**src/hdl/nps_pkg.sv**
```systemverilog
`timescale 1ns / 1ps
// Shared types and constants of the nearest point search block.
// No dependencies; used by nps_dist, nearest_point_search_core and the testbench.
package nps_pkg;

   localparam int MAX_POINTS  = 1024;
   localparam int COORD_BITS  = 16;
   localparam int ADDR_W      = $clog2(MAX_POINTS);
   localparam int CNT_W       = ADDR_W + 1;
   localparam int PT_W        = 3 * COORD_BITS;
   localparam int DIFF_W      = COORD_BITS + 1;
   localparam int SQ_W        = 2 * COORD_BITS + 1;
   localparam int DIST_W      = 2 * COORD_BITS + 2;

   localparam int FIELD_W     = 16;
   localparam int TAG_W       = 10;
   localparam int OP_W        = 2;
   localparam int INDEX_OUT_W = 10;
   localparam int DIST_OUT_W  = 34;
   localparam int THR_W       = 34;
   localparam int REQ_TDATA_W = 64;
   localparam int RSP_TDATA_W = 56;
   localparam int RSP_PAD_W   = RSP_TDATA_W - TAG_W - INDEX_OUT_W - DIST_OUT_W;

   localparam logic [OP_W-1:0] OP_CLEAR  = 2'd0;
   localparam logic [OP_W-1:0] OP_APPEND = 2'd1;
   localparam logic [OP_W-1:0] OP_QUERY  = 2'd2;

   typedef enum logic [1:0] {
      ST_IDLE,
      ST_SCAN,
      ST_DRAIN,
      ST_RESP
   } state_type;

   typedef struct packed {
      logic              valid;
      logic [ADDR_W-1:0] index;
      logic [DIST_W-1:0] dist_sq;
   } cand_type;

endpackage

```
**src/hdl/nps_dist.sv**
```systemverilog
`timescale 1ns / 1ps
// Two-stage squared Euclidean distance pipeline between a query and a stored point.
// Depends on nps_pkg.
module nps_dist (
   input  logic                        clock,
   input  logic                        reset,
   input  logic                        in_valid,
   input  logic [nps_pkg::ADDR_W-1:0]  in_index,
   input  logic [nps_pkg::PT_W-1:0]    query_point,
   input  logic [nps_pkg::PT_W-1:0]    ref_point,
   output nps_pkg::cand_type           cand,
   output logic                        busy
);

   logic signed [nps_pkg::DIFF_W-1:0]   diff [3];
   logic signed [2*nps_pkg::DIFF_W-1:0] prod [3];
   logic [nps_pkg::SQ_W-1:0]            sq_in [3];
   logic [nps_pkg::SQ_W-1:0]            sq_ff [3];
   logic                                sq_vld_ff;
   logic [nps_pkg::ADDR_W-1:0]          sq_idx_ff;
   logic [nps_pkg::DIST_W-1:0]          sum_in;
   logic [nps_pkg::DIST_W-1:0]          sum_ff;
   logic                                sum_vld_ff;
   logic [nps_pkg::ADDR_W-1:0]          sum_idx_ff;

   always_comb begin
      for (int k = 0; k < 3; k++) begin
         diff[k] = $signed({query_point[k*nps_pkg::COORD_BITS + nps_pkg::COORD_BITS-1],
                            query_point[k*nps_pkg::COORD_BITS +: nps_pkg::COORD_BITS]})
                 - $signed({ref_point[k*nps_pkg::COORD_BITS + nps_pkg::COORD_BITS-1],
                            ref_point[k*nps_pkg::COORD_BITS +: nps_pkg::COORD_BITS]});
         prod[k]  = diff[k] * diff[k];
         sq_in[k] = prod[k][nps_pkg::SQ_W-1:0];
      end
   end

   assign sum_in = nps_pkg::DIST_W'(sq_ff[0]) + nps_pkg::DIST_W'(sq_ff[1])
                 + nps_pkg::DIST_W'(sq_ff[2]);

   always_ff @(posedge clock) begin
      if (reset) begin
         sq_vld_ff  <= 1'b0;
         sum_vld_ff <= 1'b0;
      end else begin
         sq_vld_ff  <= in_valid;
         sum_vld_ff <= sq_vld_ff;
      end
   end

   always_ff @(posedge clock) begin
      for (int k = 0; k < 3; k++) begin
         sq_ff[k] <= sq_in[k];
      end
      sq_idx_ff  <= in_index;
      sum_ff     <= sum_in;
      sum_idx_ff <= sq_idx_ff;
   end

   assign cand.valid   = sum_vld_ff;
   assign cand.index   = sum_idx_ff;
   assign cand.dist_sq = sum_ff;
   assign busy         = sq_vld_ff | sum_vld_ff;

endmodule

```
**config.mk**
```make
export PLATFORM = sky130hd
export DESIGN_NAME = nps_dist
export DESIGN_NICKNAME = d
export VERILOG_FILES = /design/src/hdl/nps_pkg.sv /design/src/hdl/nps_dist.sv
export SDC_FILE = /design/constraint.sdc
export NUM_CORES = 2
export LEC_CHECK = 0
export BUFFER_PORTS_ARGS = -buffer_cell sky130_fd_sc_hd__buf_2
export CORE_ASPECT_RATIO = 0.6
export CORE_MARGIN = 3
export CORE_UTILIZATION = 45
export DETAILED_ROUTE_END_ITERATION = 16
export GPL_TIMING_DRIVEN = 0
export SLEW_MARGIN = 5
export SYNTH_ARGS = -nofsm -noshare
export SYNTH_HDL_FRONTEND = slang
export SYNTH_SLANG_ARGS = --single-unit
```
**constraint.sdc**
```tcl
create_clock -name clock -period 10.4 [get_ports clock]
set_input_delay 0.52 -clock clock [delete_from_list [all_inputs] [get_ports clock]]
set_output_delay 0.52 -clock clock [all_outputs]
set_load 0.05 [all_outputs]
```
# Word level (Yosys, flattened, before mapping)
# Memories as Yosys holds them, arrays and structs flattened.
# Index checks and enable logic that the tools add are counted.
# Widths: inputs -> output; s select.
classes:
  n_addsub: 5
  mul: 3
  n_bitwise: 1
op_table:
  columns: ["cell", "n"]
  rows:
  - ["$mul 17x17->33", 3]
  - ["$sub 16x16->17", 3]
  - ["$add 33x33->34", 1]
  - ["$add 34x33->34", 1]
  - ["$or 1x1->1", 1]
totals:
  ff_bits: 56
  ramBits: 99
  in_bits: 109
  out_inout_bits: 46
  elab_cells: 15
  memories: 1
memory_table:
  columns: ["name", "words", "word_bits", "rd", "rd_clocked_by_memory_dff", "write_ports", "line", "text"]
  rows:
  - ["sq_ff", 3, 33, 3, 0, 3, "nps_dist.sv:18", "logic [nps_pkg::SQ_W-1:0] sq_ff [3];"]

# Longest topological paths before layout
logic_depth:
  word_depth: 2
  depth_mapped: 35
  depth_no_buf: 34

# Worst setup path before layout
# No wires, ideal clock.
synth_timing:
  path_kind: "in2reg"
  startpoint: "input port query_point[0] in the netlist's numbering"
  endpoint: "memory sq_ff[0][32] in the netlist's numbering"
  setup_time_ns: 0.072
  arrival_time_ns: 7.753
  t_required_ns: 10.328
  setup_slack_ns: 2.574
  stages: 31
  path_buffers: 1
  cell_sequence: "inv_1 ha_1 fa_1 nor2b_1 o21ai_1 a21bo_2 a21oi_2 a211oi_2 nor3_1 o21ai_0 a21oi_2 buf_2 nor2_1 fa_1 inv_1 fa_1 inv_1 fa_1 fa_1 fa_1 fa_1 ha_1 a21o_1 a21oi_1 o21bai_1 a21o_1 a21o_1 a21oi_1 o31ai_1 a21oi_1 xnor2_1"
synth_rtl:
  columns: ["item", "line", "text"]
  rows:
  - ["from (decl)", "nps_dist.sv:9", "input logic [nps_pkg::PT_W-1:0] query_point,"]
  - ["to (decl)", "nps_dist.sv:18", null]

==> summary.md <==
| Metric | Value |
|---|---|
| Fin crit period | 9.345 ns |
| Starting Density | 45.71% |
| Post-cts resize count | 0 |
| Largest net degree at the start of global routing | 17 |
| Synth Area in Simple Gates | 9.277% |
| Sequential-to-total area share from yosys stat | 8.546% |
| Final number of hold-violating endpoints | 0 |
| Post-CTS setup buffer count | 0 |
| Initial detailed-routing violation count | 1942 |
| CP max stage cell | xor2_1 |
| Yosys cell types | 74 |
| Hold Path Class | in2reg |
| Top FF cell, synth | dfxtp_1 |
| Worst Tran Pin Value | 1.472 ns |
| Largest family of logic cells by synthesized area | adder cells |
| Slew headroom | 1.509% |
| Via density | 5.000 |
| Die width | 369.2 microns |
| Final critical-path share of the clock period | 89.86% |
| Number of placement rows | 79 |
| Multiplexer share of the synthesized area | 0.09488% |
| Routability cong. | 0.9759 |
| Max H-tree Level | 4 |
| P&R area growth vs syn | 7.629% |
| Max-cap check violation count | 0 |
| Avg Cell Area, Syn | 9.346 sq um |
| GRT Util Overall | 22.73% |
| Vias in the first global route | 26080 |
| Max Fclk | 107.0 MHz |
| Clock Skew | 0.01414 ns |
| Router iterations before antenna repair | 5 |
| Yosys reg bits | 152 |
| Detailed-placement wirelength estimate | 79.11 mm |
| Aggregate routed wire length | 88.85 mm |
| Clock transition at path regs | 0.07 ns |
| Yosys warning count | 0 |
| Top Metal Used | met4 |
| PortBufs | 154 |
| Via Count | 25260 |
| Worst-path maximum fanout | 10 |
| Routed Antenna Nets | 0 |
| Max Root-Sink Buffers | 2 |
| CP endpoint kind | flip-flop |
| IO Count | 155 |
| Cells after Synth | 3810 |
| Die ar. | 0.08265 sq mm |
| WP data required | 10.72 ns |
| Worst Setup Start Kind | input port |
| Setup Crit Path Kind | in2reg |
| Post-CTS Hold Fix Bufs | 0 |
| Slew Limit Fails | 0 |
| Antenna diodes | 0 |
| Post-Syn Area | 0.03561 sq mm |
| Worst-Skew Late Latency | 0.45 ns |
| Antenna violations before repair | 0 |
| Synth Area in Adders | 57.66% |
| DR WL met2 | 31.79 mm |
| Gr ovfl total | 0 |
| Slowest stage delay, CP | 1.13 ns |
| Metal-1 WL | 46.23 mm |
| # setup viols final | 0 |
| Inserted Clock Buffers | 17 |
| Status | completed |
| First-pass GRT wire length | 146.3 mm |
| Most frequent cells in the layout | 1031 x inv_1, 828 x fa_1, 319 x nor2_1, 316 x ha_1, 261 x nand2_1 |
| Clock Sinks | 152 |
| CP most frequent cell | fa_1 |
| CTS root buf | clkbuf_16 |
| Final net count | 5238 |
| CTS tree | done |
| Post-synthesis xor/xnor area fraction | 4.442% |
| Post-synth EDFFs | 0 |
| Core area | 0.07789 sq mm |
| Post-route setup TNS | 0 ns |
| Share of cells above drive strength 1 | 6.578% |
| Unrepaired setup endpoints after global routing | no |
| Post-DR wirelength/cell | 17.59 microns |
| Chip height | 223.9 microns |
| Worst path arrival time | 9.66 ns |
| Asr flop ratio synth | 0% |
| Commonest non-fill, non-tap cell in the layout | inv_1 |
| Drc violations | 0 |
| Met3 routed WL | 10.37 mm |
| Compound-cell area share of the yosys netlist | 7.927% |
[synth_stat cells, types with 17 or more instances]
| master | instances | area (sq um) |
|---|---|---|
| o21ai_0 | 75 | 375.4 |
| nand2_1 | 261 | 979.7 |
| nor2_1 | 319 | 1197 |
| o21a_1 | 26 | 195.2 |
| ha_1 | 316 | 3954 |
| a21o_1 | 56 | 420.4 |
| a21oi_1 | 133 | 665.6 |
| xor2_1 | 48 | 420.4 |
| inv_1 | 1031 | 3870 |
| nand3_1 | 47 | 235.2 |
| fa_1 | 828 | 16580 |
| nand2b_1 | 17 | 106.4 |
| and3_1 | 24 | 150.1 |
| nor2b_1 | 22 | 137.6 |
| dfxtp_1 | 152 | 3043 |
| nor3_1 | 21 | 105.1 |
| xnor2_1 | 127 | 1112 |
| clkbuf_1 | 67 | 251.5 |
[through the flow]
step	setup WS (ns)	cell area, sq um	hold WS, ns	std cells	utilization (%)
6_report	1.055	38320	0.1690	5051	49.20
5_1_grt	0.6274	38320	0.1462	5051	49.20
4_1_cts	1.212	38310	0.1476	5051	49.18
3_5_place_dp	0.7750	37700	0.3121	5019	48.40
3_3_place_gp	0.7735	37700	0.3096	5019	48.40
2_1_floorplan	2.574	35610	0.3096	3812	-
[cell families after synthesis]
| group | after synthesis |
|---|---|
| adder cells (fa/ha/maj) | 1144 |
| buffers and inverters | 1133 |
| AND/OR/NAND/NOR | 769 |
| AO/OA/AOI/OAI | 430 |
| XOR/XNOR | 178 |
| flip-flops | 152 |
| multiplexers | 3 |
| other | 1 |
[registers in the layout (all words and copies together) (netlist names)]
signal	count
sq_ff	96
sq_idx_ff	10
sq_vld_ff	1
sum_ff	34
sum_idx_ff	10
sum_vld_ff	1
[worst paths after layout]
check	slack [ns]	to	from	cells after the start
worst min register to register	0.33	sum_idx_ff[5]	sq_idx_ff[5]	0
worst max-delay path	1.05	sq_ff[0][32]	query_point[0]	29
worst max register to register	6.60	sum_ff[32]	sq_ff[0][4]	10
worst min-delay path	0.17	sq_idx_ff[7]	in_index[7]	1
[critical path, delay by kind of cell]
family	cells	cell delay [ns]
buffers and inverters	5	0.62
AND/OR/NAND/NOR	3	0.53
AO/OA/AOI/OAI	10	2.62
adder cells (fa/ha/maj)	9	4.00
XOR/XNOR	2	1.36
[final cells by class]
cell class	count	area [sq um]
tap	1053	1318
sequential	152	3043
inverter	1049	3938
timing repair buffer	154	770.7
fill	7461	39570
clock buffer	19	452.9
buffer	84	351.6
multi-input combinational	2527	28300
clock inverter	13	152.6
[per-layer routing]
metal	track usage (%)	vias to the layer above
met5	0	-
met3	7.857	35
li1	-	11750
met2	28.36	975
met1	38.01	12490
met4	1.951	0
Power is left out: the tool's default activity adds up to more than one toggle a clock period on the data nets, which glitch-free logic cannot reach.
